**src/rtl/assert_macros.svh**
```systemverilog
// assertion macros shared by the priority queue rtl
// expects clk and rst_n in the scope of the including module
`ifndef ASSERT_MACROS_SVH
`define ASSERT_MACROS_SVH

// property that must hold at every clock edge outside reset
`define SPQ_ASSERT(lbl, prop, msg) \
    lbl: assert property (@(posedge clk) disable iff (!rst_n) (prop)) \
        else $error(msg);

// consequence that must hold in the cycle after a trigger
`define SPQ_ASSERT_NEXT(lbl, trig, cons, msg) \
    lbl: assert property (@(posedge clk) disable iff (!rst_n) (trig) |=> (cons)) \
        else $error(msg);

`endif

```
**src/rtl/spq_pkg.sv**
```systemverilog
// shared types and constants of the sorted priority queue
// no dependencies
`timescale 1ns / 1ps

package spq_pkg;

    localparam int CAPACITY     = 16;
    localparam int PRIO_BITS    = 16;
    localparam int PAYLOAD_BITS = 32;

    // operation codes on the request channel
    localparam logic OP_INSERT = 1'b0;
    localparam logic OP_POP    = 1'b1;

    typedef enum logic [1:0] {
        ST_OK    = 2'd0,
        ST_FULL  = 2'd1,
        ST_EMPTY = 2'd2
    } status_t;

    // per-cycle command broadcast to every cell
    typedef struct packed {
        logic ins;
        logic pop;
    } cell_ctrl_t;

endpackage

```
**src/rtl/spq_if.sv**
```systemverilog
// request and response channel interfaces of the sorted priority queue
// depends on spq_pkg
`timescale 1ns / 1ps

interface spq_req_if #(
    parameter int PRIO_BITS    = spq_pkg::PRIO_BITS,
    parameter int PAYLOAD_BITS = spq_pkg::PAYLOAD_BITS
);
    logic                    valid;
    logic                    ready;
    logic                    op;
    logic [PRIO_BITS-1:0]    prio_in;
    logic [PAYLOAD_BITS-1:0] payload_in;

    modport source (output valid, op, prio_in, payload_in, input ready);
    modport sink   (input valid, op, prio_in, payload_in, output ready);
endinterface

interface spq_rsp_if #(
    parameter int PRIO_BITS    = spq_pkg::PRIO_BITS,
    parameter int PAYLOAD_BITS = spq_pkg::PAYLOAD_BITS,
    parameter int COUNT_BITS   = $clog2(spq_pkg::CAPACITY + 1)
);
    logic                    valid;
    logic                    ready;
    spq_pkg::status_t        status;
    logic [PRIO_BITS-1:0]    prio_out;
    logic [PAYLOAD_BITS-1:0] payload_out;
    logic [COUNT_BITS-1:0]   occupancy;

    modport source (output valid, status, prio_out, payload_out, occupancy, input ready);
    modport sink   (input valid, status, prio_out, payload_out, occupancy, output ready);
endinterface

```
**src/rtl/spq_cell.sv**
```systemverilog
// one slot of the sorted array: holds an entry, compares it with the new priority
// and takes its own, the new, the left or the right entry; depends on spq_pkg
`timescale 1ns / 1ps

module spq_cell #(
    parameter int PRIO_BITS    = spq_pkg::PRIO_BITS,
    parameter int PAYLOAD_BITS = spq_pkg::PAYLOAD_BITS
) (
    input  logic                    clk,
    input  spq_pkg::cell_ctrl_t     ctrl,
    input  logic                    occupied,
    input  logic [PRIO_BITS-1:0]    new_prio,
    input  logic [PAYLOAD_BITS-1:0] new_payload,
    input  logic                    left_keep,
    input  logic [PRIO_BITS-1:0]    left_prio,
    input  logic [PAYLOAD_BITS-1:0] left_payload,
    input  logic [PRIO_BITS-1:0]    right_prio,
    input  logic [PAYLOAD_BITS-1:0] right_payload,
    output logic [PRIO_BITS-1:0]    prio,
    output logic [PAYLOAD_BITS-1:0] payload,
    output logic                    keep
);
    import spq_pkg::*;

    logic [PRIO_BITS-1:0]    prio_reg,    prio_next;
    logic [PAYLOAD_BITS-1:0] payload_reg, payload_next;

    // equal priorities stay ahead of the newcomer
    assign keep = occupied && (prio_reg >= new_prio);

    always_comb
    begin
        prio_next    = prio_reg;
        payload_next = payload_reg;
        if (ctrl.ins)
        begin
            if (keep)
            begin
                prio_next    = prio_reg;
                payload_next = payload_reg;
            end
            else if (left_keep)
            begin
                prio_next    = new_prio;
                payload_next = new_payload;
            end
            else
            begin
                prio_next    = left_prio;
                payload_next = left_payload;
            end
        end
        else if (ctrl.pop)
        begin
            prio_next    = right_prio;
            payload_next = right_payload;
        end
    end

    always_ff @(posedge clk)
    begin
        prio_reg    <= prio_next;
        payload_reg <= payload_next;
    end

    assign prio    = prio_reg;
    assign payload = payload_reg;

endmodule

```
**src/rtl/sorted_priority_queue_unit.sv**
```systemverilog
// Sorted priority queue built as a row of compare-and-shift cells.
// Request channel req: op selects insert or pop; an insert carries prio_in and
// payload_in. Response channel rsp: exactly one response per request, in order,
// with status, the popped prio_out/payload_out (zero unless a pop succeeded)
// and occupancy after the request.
// Every cell compares its entry with the new priority in parallel, so an insert
// or a pop completes in the cycle it is accepted; the response register is loaded
// in that same cycle. One request per cycle is sustained while the receiver keeps
// rsp.ready high, set by the single compare in each cell and the neighbor shift.
// Equal priorities leave in arrival order. An insert into a full queue is
// dropped with status full; a pop on an empty queue reports status empty.
// Reset empties the queue and the response register; the entry storage is not
// cleared, only slots below the entry count are ever read.
// While the receiver holds rsp.ready low, one response waits in the register
// and req.ready falls, so nothing is lost or repeated.
`timescale 1ns / 1ps
`include "assert_macros.svh"

module sorted_priority_queue_unit #(
    parameter int CAPACITY     = spq_pkg::CAPACITY,
    parameter int PRIO_BITS    = spq_pkg::PRIO_BITS,
    parameter int PAYLOAD_BITS = spq_pkg::PAYLOAD_BITS
) (
    input logic       clk,
    input logic       rst_n,
    spq_req_if.sink   req,
    spq_rsp_if.source rsp
);
    import spq_pkg::*;

    localparam int CNT_W = $clog2(CAPACITY + 1);

    logic [CNT_W-1:0]        count_reg, count_next;
    logic                    rsp_valid_reg;
    status_t                 status_reg, status_next;
    logic [PRIO_BITS-1:0]    prio_out_reg, prio_out_next;
    logic [PAYLOAD_BITS-1:0] payload_out_reg, payload_out_next;
    logic [CNT_W-1:0]        occ_reg;

    logic [PRIO_BITS-1:0]    prio_q    [CAPACITY];
    logic [PAYLOAD_BITS-1:0] payload_q [CAPACITY];
    logic [CAPACITY-1:0]     keep_q;

    logic       in_fire;
    logic       is_pop;
    logic       full;
    logic       empty;
    cell_ctrl_t ctrl;

    assign req.ready = !rsp_valid_reg || rsp.ready;
    assign in_fire   = req.valid && req.ready;
    assign is_pop    = (req.op == OP_POP);
    assign full      = (count_reg == CNT_W'(CAPACITY));
    assign empty     = (count_reg == '0);

    assign ctrl.ins = in_fire && !is_pop && !full;
    assign ctrl.pop = in_fire && is_pop && !empty;

    genvar gi;
    generate
        for (gi = 0; gi < CAPACITY; gi++)
        begin : g_cell
            logic                    l_keep;
            logic [PRIO_BITS-1:0]    l_prio;
            logic [PAYLOAD_BITS-1:0] l_payload;
            logic [PRIO_BITS-1:0]    r_prio;
            logic [PAYLOAD_BITS-1:0] r_payload;

            if (gi == 0)
            begin : g_head
                // nothing ranks ahead of the head slot
                assign l_keep    = 1'b1;
                assign l_prio    = req.prio_in;
                assign l_payload = req.payload_in;
            end
            else
            begin : g_body
                assign l_keep    = keep_q[gi-1];
                assign l_prio    = prio_q[gi-1];
                assign l_payload = payload_q[gi-1];
            end

            if (gi == CAPACITY - 1)
            begin : g_tail
                assign r_prio    = prio_q[gi];
                assign r_payload = payload_q[gi];
            end
            else
            begin : g_mid
                assign r_prio    = prio_q[gi+1];
                assign r_payload = payload_q[gi+1];
            end

            spq_cell #(
                .PRIO_BITS    (PRIO_BITS),
                .PAYLOAD_BITS (PAYLOAD_BITS)
            ) u_cell (
                .clk           (clk),
                .ctrl          (ctrl),
                .occupied      (count_reg > CNT_W'(gi)),
                .new_prio      (req.prio_in),
                .new_payload   (req.payload_in),
                .left_keep     (l_keep),
                .left_prio     (l_prio),
                .left_payload  (l_payload),
                .right_prio    (r_prio),
                .right_payload (r_payload),
                .prio          (prio_q[gi]),
                .payload       (payload_q[gi]),
                .keep          (keep_q[gi])
            );
        end
    endgenerate

    always_comb
    begin
        count_next       = count_reg;
        status_next      = ST_OK;
        prio_out_next    = '0;
        payload_out_next = '0;
        if (ctrl.ins)
        begin
            count_next = count_reg + CNT_W'(1);
        end
        else if (ctrl.pop)
        begin
            count_next       = count_reg - CNT_W'(1);
            prio_out_next    = prio_q[0];
            payload_out_next = payload_q[0];
        end
        else if (is_pop)
        begin
            status_next = ST_EMPTY;
        end
        else
        begin
            status_next = ST_FULL;
        end
    end

    always_ff @(posedge clk or negedge rst_n)
    begin
        if (!rst_n)
        begin
            count_reg     <= '0;
            rsp_valid_reg <= 1'b0;
        end
        else
        begin
            if (in_fire)
            begin
                count_reg     <= count_next;
                rsp_valid_reg <= 1'b1;
            end
            else if (rsp.ready)
            begin
                rsp_valid_reg <= 1'b0;
            end
        end
    end

    always_ff @(posedge clk)
    begin
        if (in_fire)
        begin
            status_reg      <= status_next;
            prio_out_reg    <= prio_out_next;
            payload_out_reg <= payload_out_next;
            occ_reg         <= count_next;
        end
    end

    assign rsp.valid       = rsp_valid_reg;
    assign rsp.status      = status_reg;
    assign rsp.prio_out    = prio_out_reg;
    assign rsp.payload_out = payload_out_reg;
    assign rsp.occupancy   = occ_reg;

    `SPQ_ASSERT(a_count_bound, count_reg <= CNT_W'(CAPACITY), "entry count above capacity")
    `SPQ_ASSERT_NEXT(a_rsp_follows, in_fire, rsp_valid_reg, "no response after transaction")
    `SPQ_ASSERT_NEXT(a_pop_count, ctrl.pop, count_reg == $past(count_reg) - CNT_W'(1), "pop miscounted")
    `SPQ_ASSERT(a_head_sorted, (count_reg < CNT_W'(2)) || (prio_q[0] >= prio_q[1]), "head out of order")

endmodule

```
**src/flat_wrapper.sv**
```systemverilog
// flat-port wrapper written by rule: the top's interface ports become plain ports
module sorted_priority_queue_unit_flat import spq_pkg::*;
#(
    parameter int CAPACITY     = spq_pkg::CAPACITY,
    parameter int PRIO_BITS    = spq_pkg::PRIO_BITS,
    parameter int PAYLOAD_BITS = spq_pkg::PAYLOAD_BITS
)
  (clk, rst_n, req_valid, req_op, req_prio_in, req_payload_in, req_ready, rsp_valid, rsp_status, rsp_prio_out, rsp_payload_out, rsp_occupancy, rsp_ready);
  spq_req_if #(.PRIO_BITS(PRIO_BITS), .PAYLOAD_BITS(PAYLOAD_BITS)) req_i ();
  spq_rsp_if #(.PRIO_BITS(PRIO_BITS), .PAYLOAD_BITS(PAYLOAD_BITS)) rsp_i ();
  input logic clk;
  input logic rst_n;
  input wire logic [$bits(req_i.valid)-1:0] req_valid;
  input wire logic [$bits(req_i.op)-1:0] req_op;
  input wire logic [$bits(req_i.prio_in)-1:0] req_prio_in;
  input wire logic [$bits(req_i.payload_in)-1:0] req_payload_in;
  output wire logic [$bits(req_i.ready)-1:0] req_ready;
  output wire logic [$bits(rsp_i.valid)-1:0] rsp_valid;
  output wire logic [$bits(rsp_i.status)-1:0] rsp_status;
  output wire logic [$bits(rsp_i.prio_out)-1:0] rsp_prio_out;
  output wire logic [$bits(rsp_i.payload_out)-1:0] rsp_payload_out;
  output wire logic [$bits(rsp_i.occupancy)-1:0] rsp_occupancy;
  input wire logic [$bits(rsp_i.ready)-1:0] rsp_ready;
  assign req_i.valid = req_valid;
  assign req_i.op = req_op;
  assign req_i.prio_in = req_prio_in;
  assign req_i.payload_in = req_payload_in;
  assign req_ready = req_i.ready;
  assign rsp_valid = rsp_i.valid;
  assign rsp_status = rsp_i.status;
  assign rsp_prio_out = rsp_i.prio_out;
  assign rsp_payload_out = rsp_i.payload_out;
  assign rsp_occupancy = rsp_i.occupancy;
  assign rsp_i.ready = rsp_ready;
  sorted_priority_queue_unit #(.CAPACITY(CAPACITY), .PRIO_BITS(PRIO_BITS), .PAYLOAD_BITS(PAYLOAD_BITS)) u_core (.clk(clk), .rst_n(rst_n), .req(req_i), .rsp(rsp_i));
endmodule
```
**config.mk**
```make
export PLATFORM = sky130hd
export DESIGN_NAME = sorted_priority_queue_unit_flat
export DESIGN_NICKNAME = d
export VERILOG_FILES = /design/src/rtl/spq_pkg.sv /design/src/rtl/spq_if.sv /design/src/rtl/spq_cell.sv /design/src/rtl/sorted_priority_queue_unit.sv /design/src/flat_wrapper.sv
export VERILOG_INCLUDE_DIRS = /design/src /design/src/rtl
export SDC_FILE = /design/constraint.sdc
export NUM_CORES = 2
export LEC_CHECK = 0
export BUFFER_PORTS_ARGS = -buffer_cell sky130_fd_sc_hd__buf_4
export CORE_UTILIZATION = 45
export DETAILED_ROUTE_END_ITERATION = 6
export PLACE_DENSITY_LB_ADDON = 0.15
export SYNTH_ARGS = -nofsm -noshare
export SYNTH_HDL_FRONTEND = slang
export SYNTH_SLANG_ARGS = --single-unit
```
**constraint.sdc**
```tcl
create_clock -name clk -period 9.1 [get_ports clk]
set_clock_uncertainty 0.2 [all_clocks]
set_input_delay 0.455 -clock clk [delete_from_list [all_inputs] [get_ports clk]]
set_output_delay 0.455 -clock clk [all_outputs]
set_load 0.005 [all_outputs]
```
Yosys cells after proc, flatten, opt, wreduce, memory -nomap -nowiden
Cells that the tools add are included.
- input port bits: 53
- output and inout bits: 57
- register bits after elaboration: 829
- reductions and logical operators: 47
- add/subtract/negate cells: 2
- order comparisons: 32
- multiplexer cells: 125
- bitwise logic cells: 2
- equal/unequal tests: 16
- operators with widths (cell ; count):
    32-bit 2-to-1 mux ; 60
    16-bit 2-to-1 mux ; 60
    16-bit greater-or-equal comparator ; 16
    5-bit by 4-bit > comparator with 1-bit output (second input constant) ; 8
    2-bit AND reduction ; 16
    2-bit != test (second input constant) ; 15
    1-bit logical AND ; 21
    5-bit by 3-bit > comparator with 1-bit output (second input constant) ; 4
    5-bit by 1-bit > comparator with 1-bit output (second input constant) ; 2
    5-bit by 2-bit > comparator with 1-bit output (second input constant) ; 2
    5-bit 2-to-1 mux ; 2
    5-bit by 1-bit adder with 5-bit output (second input constant) ; 1
    5-bit == test (second input constant) ; 1
    5-bit logical NOT ; 1
    5-bit by 1-bit subtractor with 5-bit output (second input constant) ; 1
    1-bit logical NOT ; 4
    2-bit nonzero test ; 2
    2-bit OR reduction ; 2
    1-bit 2-to-1 mux ; 2
    2-bit 2-to-1 mux ; 1
    1-bit inverter ; 2
    1-bit logical OR ; 1

Longest topological paths before layout
- depth in word-level cells: 7
- gate-level depth with buffers: 14
- gate-level depth less buffers: 8

By module
From an unflattened synthesis, not the netlist that was laid out.
- cell total of the unflattened synthesis: 4477
- area total of the unflattened synthesis: 48479.0 sq um
- modules (own cells, without submodules) (module ; times used ; area an instance (sq um) ; cells each):
    spq_cell (u_core.g_cell[0].u_cell ...) ; 11 ; 2857.7 ; 268
    spq_cell (u_core.g_cell[5].u_cell ...) ; 5 ; 2874.0 ; 267
    sorted_priority_queue_unit ; 1 ; 2673.8 ; 194

Worst setup path before layout
No wires, ideal clock.
- path kind: in2reg
- start: input port req_prio_in[1]
- end: register u_core.g_cell[13].u_cell.payload_reg[0], enable pin
- stages on the path: 9
- path slack: 2.585 ns
- data arrival time: 5.795 ns
- buffers on the path: 3
- cell sequence: clkbuf_1 > inv_1 > ha_1 > a2111oi_0 > nor4b_1 > o31a_1 > clkbuf_1 > buf_2 > o21ai_0
- cells in the longest elaborated chain, start to end: 4
- ends and longest elaborated chain (item ; RTL line ; text):
    start: declaration ; flat_wrapper.sv:15 ; input wire logic [$bits(req_i.prio_in)-1:0] req_prio_in;
    16-bit greater-or-equal comparator ; spq_cell.sv:29 ; assign keep = occupied && (prio_reg >= new_prio);
    1-bit logical AND ; spq_cell.sv:29 ;
    2-bit != test (no source line) ; - ;
    2-bit AND reduction (no source line) ; - ;
    end signal: assignment ; spq_cell.sv:63 ; payload_reg <= payload_next;
    end: declaration ; spq_cell.sv:26 ; logic [PAYLOAD_BITS-1:0] payload_reg, payload_next;
No other way between the ends.
A chain may end at the register's enable or synchronous reset.

Worst setup path in the final report
- start: register u_core.count_reg[0]
- end: register u_core.g_cell[0].u_cell.prio_reg[10] (data pin)
- cells in the longest elaborated chain, start to end: 4
- ends and longest elaborated chain (item ; RTL line ; text):
    start: declaration ; sorted_priority_queue_unit.sv:33 ; logic [CNT_W-1:0] count_reg, count_next;
    start signal: assignment ; sorted_priority_queue_unit.sv:152 ; count_reg <= count_next;
    5-bit == test ; sorted_priority_queue_unit.sv:53 ; assign full = (count_reg == CNT_W'(CAPACITY));
    1-bit logical NOT ; sorted_priority_queue_unit.sv:56 ; assign ctrl.ins = in_fire && !is_pop && !full;
    1-bit logical AND ; sorted_priority_queue_unit.sv:56 ;
    16-bit 2-to-1 mux ; spq_cell.sv:35 ; if (ctrl.ins)
    net u_core.g_cell[0].u_cell.prio_next[10] ; spq_cell.sv:25 ; logic [PRIO_BITS-1:0] prio_reg, prio_next;
    end signal: assignment ; spq_cell.sv:62 ; prio_reg <= prio_next;
    end: declaration ; spq_cell.sv:25 ;
The timed path passes the listed nets, and every way through them passes these cells.

==> flow_summary.json <==
{
  "status": "completed",
  "cts_sinks": 829,
  "drive_gt1_frac": 0.07928,
  "instances_no_fill": 5913,
  "cts-root-buf": "clkbuf_16",
  "intPower_mw": 8.637,
  "switchingPower_mw": 4.828,
  "syn_inst": 4621,
  "ys.flop_type": "edfxtp_1",
  "layout_commonest_cell": "edfxtp_1",
  "ys_types": 60,
  "hold_depth": 3,
  "grt_pass1_wl_um": 201800,
  "post-route-util": 0.5000,
  "routed_wl_um": 129100,
  "reg2reg_from": "u_core.count_reg[0]$_DFFE_PN0P_",
  "gp_congestion": 0.8569,
  "syn_to_final_growth_pct": 10.09,
  "grt_usage": 0.2379,
  "hpwl_um": 87240,
  "io_pins": 110,
  "largest_reg_flops": 512,
  "critPathRequiredTime_ns": 9.27,
  "nets": 4764,
  "insertion_delay_ns": 0.69,
  "p_sw_frac": 0.3585,
  "initial_core_util": 0.4541,
  "crit_type": "reg -> reg",
  "p_seq_frac": 0.410,
  "die_w_um": 325.2,
  "yosys.area_share.xor_xnor": 0.001118,
  "clock_path_buffers": 3,
  "drt-initial-drc-count": 3825,
  "hold_end": "u_core.g_cell[0].u_cell.payload[15]$_DFFE_PP_",
  "startpoint_type": "flop",
  "finalSetupViolations": 0,
  "grt_pass1_vias": 33050,
  "synth_area_um2": 47000,
  "postCtsHoldBufs": 9,
  "worst_slack_ns": 4.398,
  "clockPowerShare": 0.290,
  "wl_per_cell_um": 21.83,
  "cts.htree.levels": 3,
  "dr.pass1.iters": 6,
  "period_needed_ns": 4.702,
  "ys_seq_area_frac": 0.5290,
  "fillCellCount": 9333,
  "syn_area_per_cell_um2": 10.17,
  "antenna_found_initial": 5,
  "rr_worst_depth": 9,
  "p_per_area_nw_per_um2": 260.2,
  "dp_slack_ns": 4.010,
  "reg2reg_slack_ns": 4.40,
  "io_buffers": 109,
  "cts-buffers-inserted": 95,
  "layout_common_cells": "823 x edfxtp_1, 602 x a21oi_1, 504 x nor2_1, 471 x o21ai_0, 366 x nand2_1",
  "fin_crit_sh": 0.5167,
  "synthSimpleGateAreaFrac": 0.09597,
  "end_kind": "flop",
  "antenna_left": 0,
  "worst_pin_slew_ns": 1.383,
  "pwr-share-comb": 0.300,
  "leakagePower_nw": 19.13,
  "r2r-end": "u_core.g_cell[0].u_cell.prio[10]$_DFFE_PP_",
  "cp.arrival_ns": 4.88,
  "finalPower_mw": 13.46,
  "holdCritStartpoint": "req_payload_in[15]",
  "holdCritPathClass": "in -> reg",
  "peakVddDrop_mv": 0.2094,
  "postCtsSetupRepairBufs": 0,
  "finalHoldViolations": 0,
  "synth_warnings": 0,
  "cts_resized": 0,
  "muxShareOfSynthArea": 0.06261,
  "via_count": 35250,
  "synth_top_family_by_area": "compound AO/OA/AOI/OAI gates",
  "overflow": 0,
  "fmax_ghz": 0.2127,
  "syn_nets": 4935,
  "tns_ns": 0,
  "die_y_um": 325.2,
  "ys_async_sr_fraction": 0.007238,
  "maxSlewViolCount": 0,
  "viasPerCell": 5.962,
  "grt_max_degree": 264,
  "rsz0062_at_grt": "false",
  "synth_edf_count": 823,
  "clkTransAtPathRegs_ns": 0.06,
  "drv_cap": 0,
  "placedCellCount": 5724,
  "crit_fanout": 207,
  "rows": 118,
  "drc": 0,
  "synth-adder-area-share": 0.06948,
  "relSlewSlack": 0.07422,
  "cts_tree": "built",
  "synth-seq-cells": 829,
  "core_area_um2": 103500,
  "die-area_um2": 105700,
  "synth_compound_area_frac": 0.1982
}
[cells in the mapped netlist, types with 33 or more instances]
master,instances,area [um^2]
a21oi_1,604,3023
a221o_1,48,480.5
a31oi_1,344,2152
and2_1,72,450.4
buf_2,93,465.5
clkbuf_1,324,1216
edfxtp_1,823,24710
ha_1,261,3266
inv_1,42,157.7
mux2_1,48,540.5
mux2i_1,240,2402
nand2_1,375,1408
nand4_1,33,206.5
nor2_1,506,1899
o21ai_0,485,2427
o21ai_1,81,405.4
[routing by layer]
layer | share of wire | GRT usage
met1 | 0.50 | 0.3840
met2 | 0.41 | 0.3300
met3 | 0.069 | 0.02903
met4 | 0.020 | 0.06491
met5 | 0 | 0
[worst max-delay path, cell delays in order (launching register included)]
cell and delay [ns]:
dfrtp_1 0.52, inv_1 0.14, ha_1 0.19, nor3b_1 0.33
nand2_1 0.15, nand2_1 0.17, or2_4 0.72, buf_4 0.82
buf_12 0.71, o21ai_0 0.23
[power groups by stage]
stage               Clock [mW]  Sequential [mW]  Combinational [mW]
finish                    3.91             5.52                4.04
floorplan                    0             5.40                2.92
CTS                       3.99             5.50                4.03
detailed placement           0             5.57                4.01
global route              4.12             5.58                4.46
global placement             0             5.56                3.95
[how the worst max path moves through the flow]
stage	from	endpoint	slack [ns]	cells after the start
floorplan	req_prio_in[1]	u_core.g_cell[13].u_cell.payload[0]$_DFFE_PP_	2.58	9
detailed placement	req_prio_in[13]	u_core.g_cell[2].u_cell.payload[7]$_DFFE_PP_	4.01	10
global route	u_core.count_reg[0]$_DFFE_PN0P_	u_core.rsp.occupancy[1]$_DFFE_PP_	4.06	10
finish	u_core.count_reg[0]$_DFFE_PN0P_	u_core.g_cell[0].u_cell.prio[10]$_DFFE_PP_	4.40	9
global placement	req_prio_in[13]	u_core.g_cell[2].u_cell.payload[8]$_DFFE_PP_	4.05	10
CTS	u_core.count_reg[0]$_DFFE_PN0P_	u_core.rsp.occupancy[1]$_DFFE_PP_	4.45	10
[cell type report]
| cell class | count | area [um^2] | area share |
|---|---|---|---|
| Clock inverter | 61 | 595.6 | 0.01151 |
| Clock buffer | 114 | 2542 | 0.04914 |
| Inverter | 43 | 161.4 | 0.003119 |
| Timing Repair Buffer | 187 | 1476 | 0.02853 |
| Sequential cell | 829 | 24860 | 0.4805 |
| Tap cell | 1380 | 1727 | 0.03337 |
| Antenna cell | 5 | 12.51 | 0.0002418 |
| Multi-Input combinational cell | 3294 | 20360 | 0.3936 |
[cells by family after synthesis]
logic type	after synthesis
AOI/OAI and AO/OA	1663
adders and majority gates	261
DFF	829
and+or+nand+nor	1076
muxes	288
buffers and inverters	498
xor gates and xnor gates	6
[stage by stage]
stage          hold slack [ns]  instance area (um^2)
2_1_floorplan         -0.04059                 47000
3_3_place_gp            0.1009                 48500
3_5_place_dp           0.09919                 48500
4_1_cts               0.006016                 51730
5_1_grt                0.06321                 51740
6_report               0.05971                 51740
Note: power is estimated with default switching activity, not from simulation.
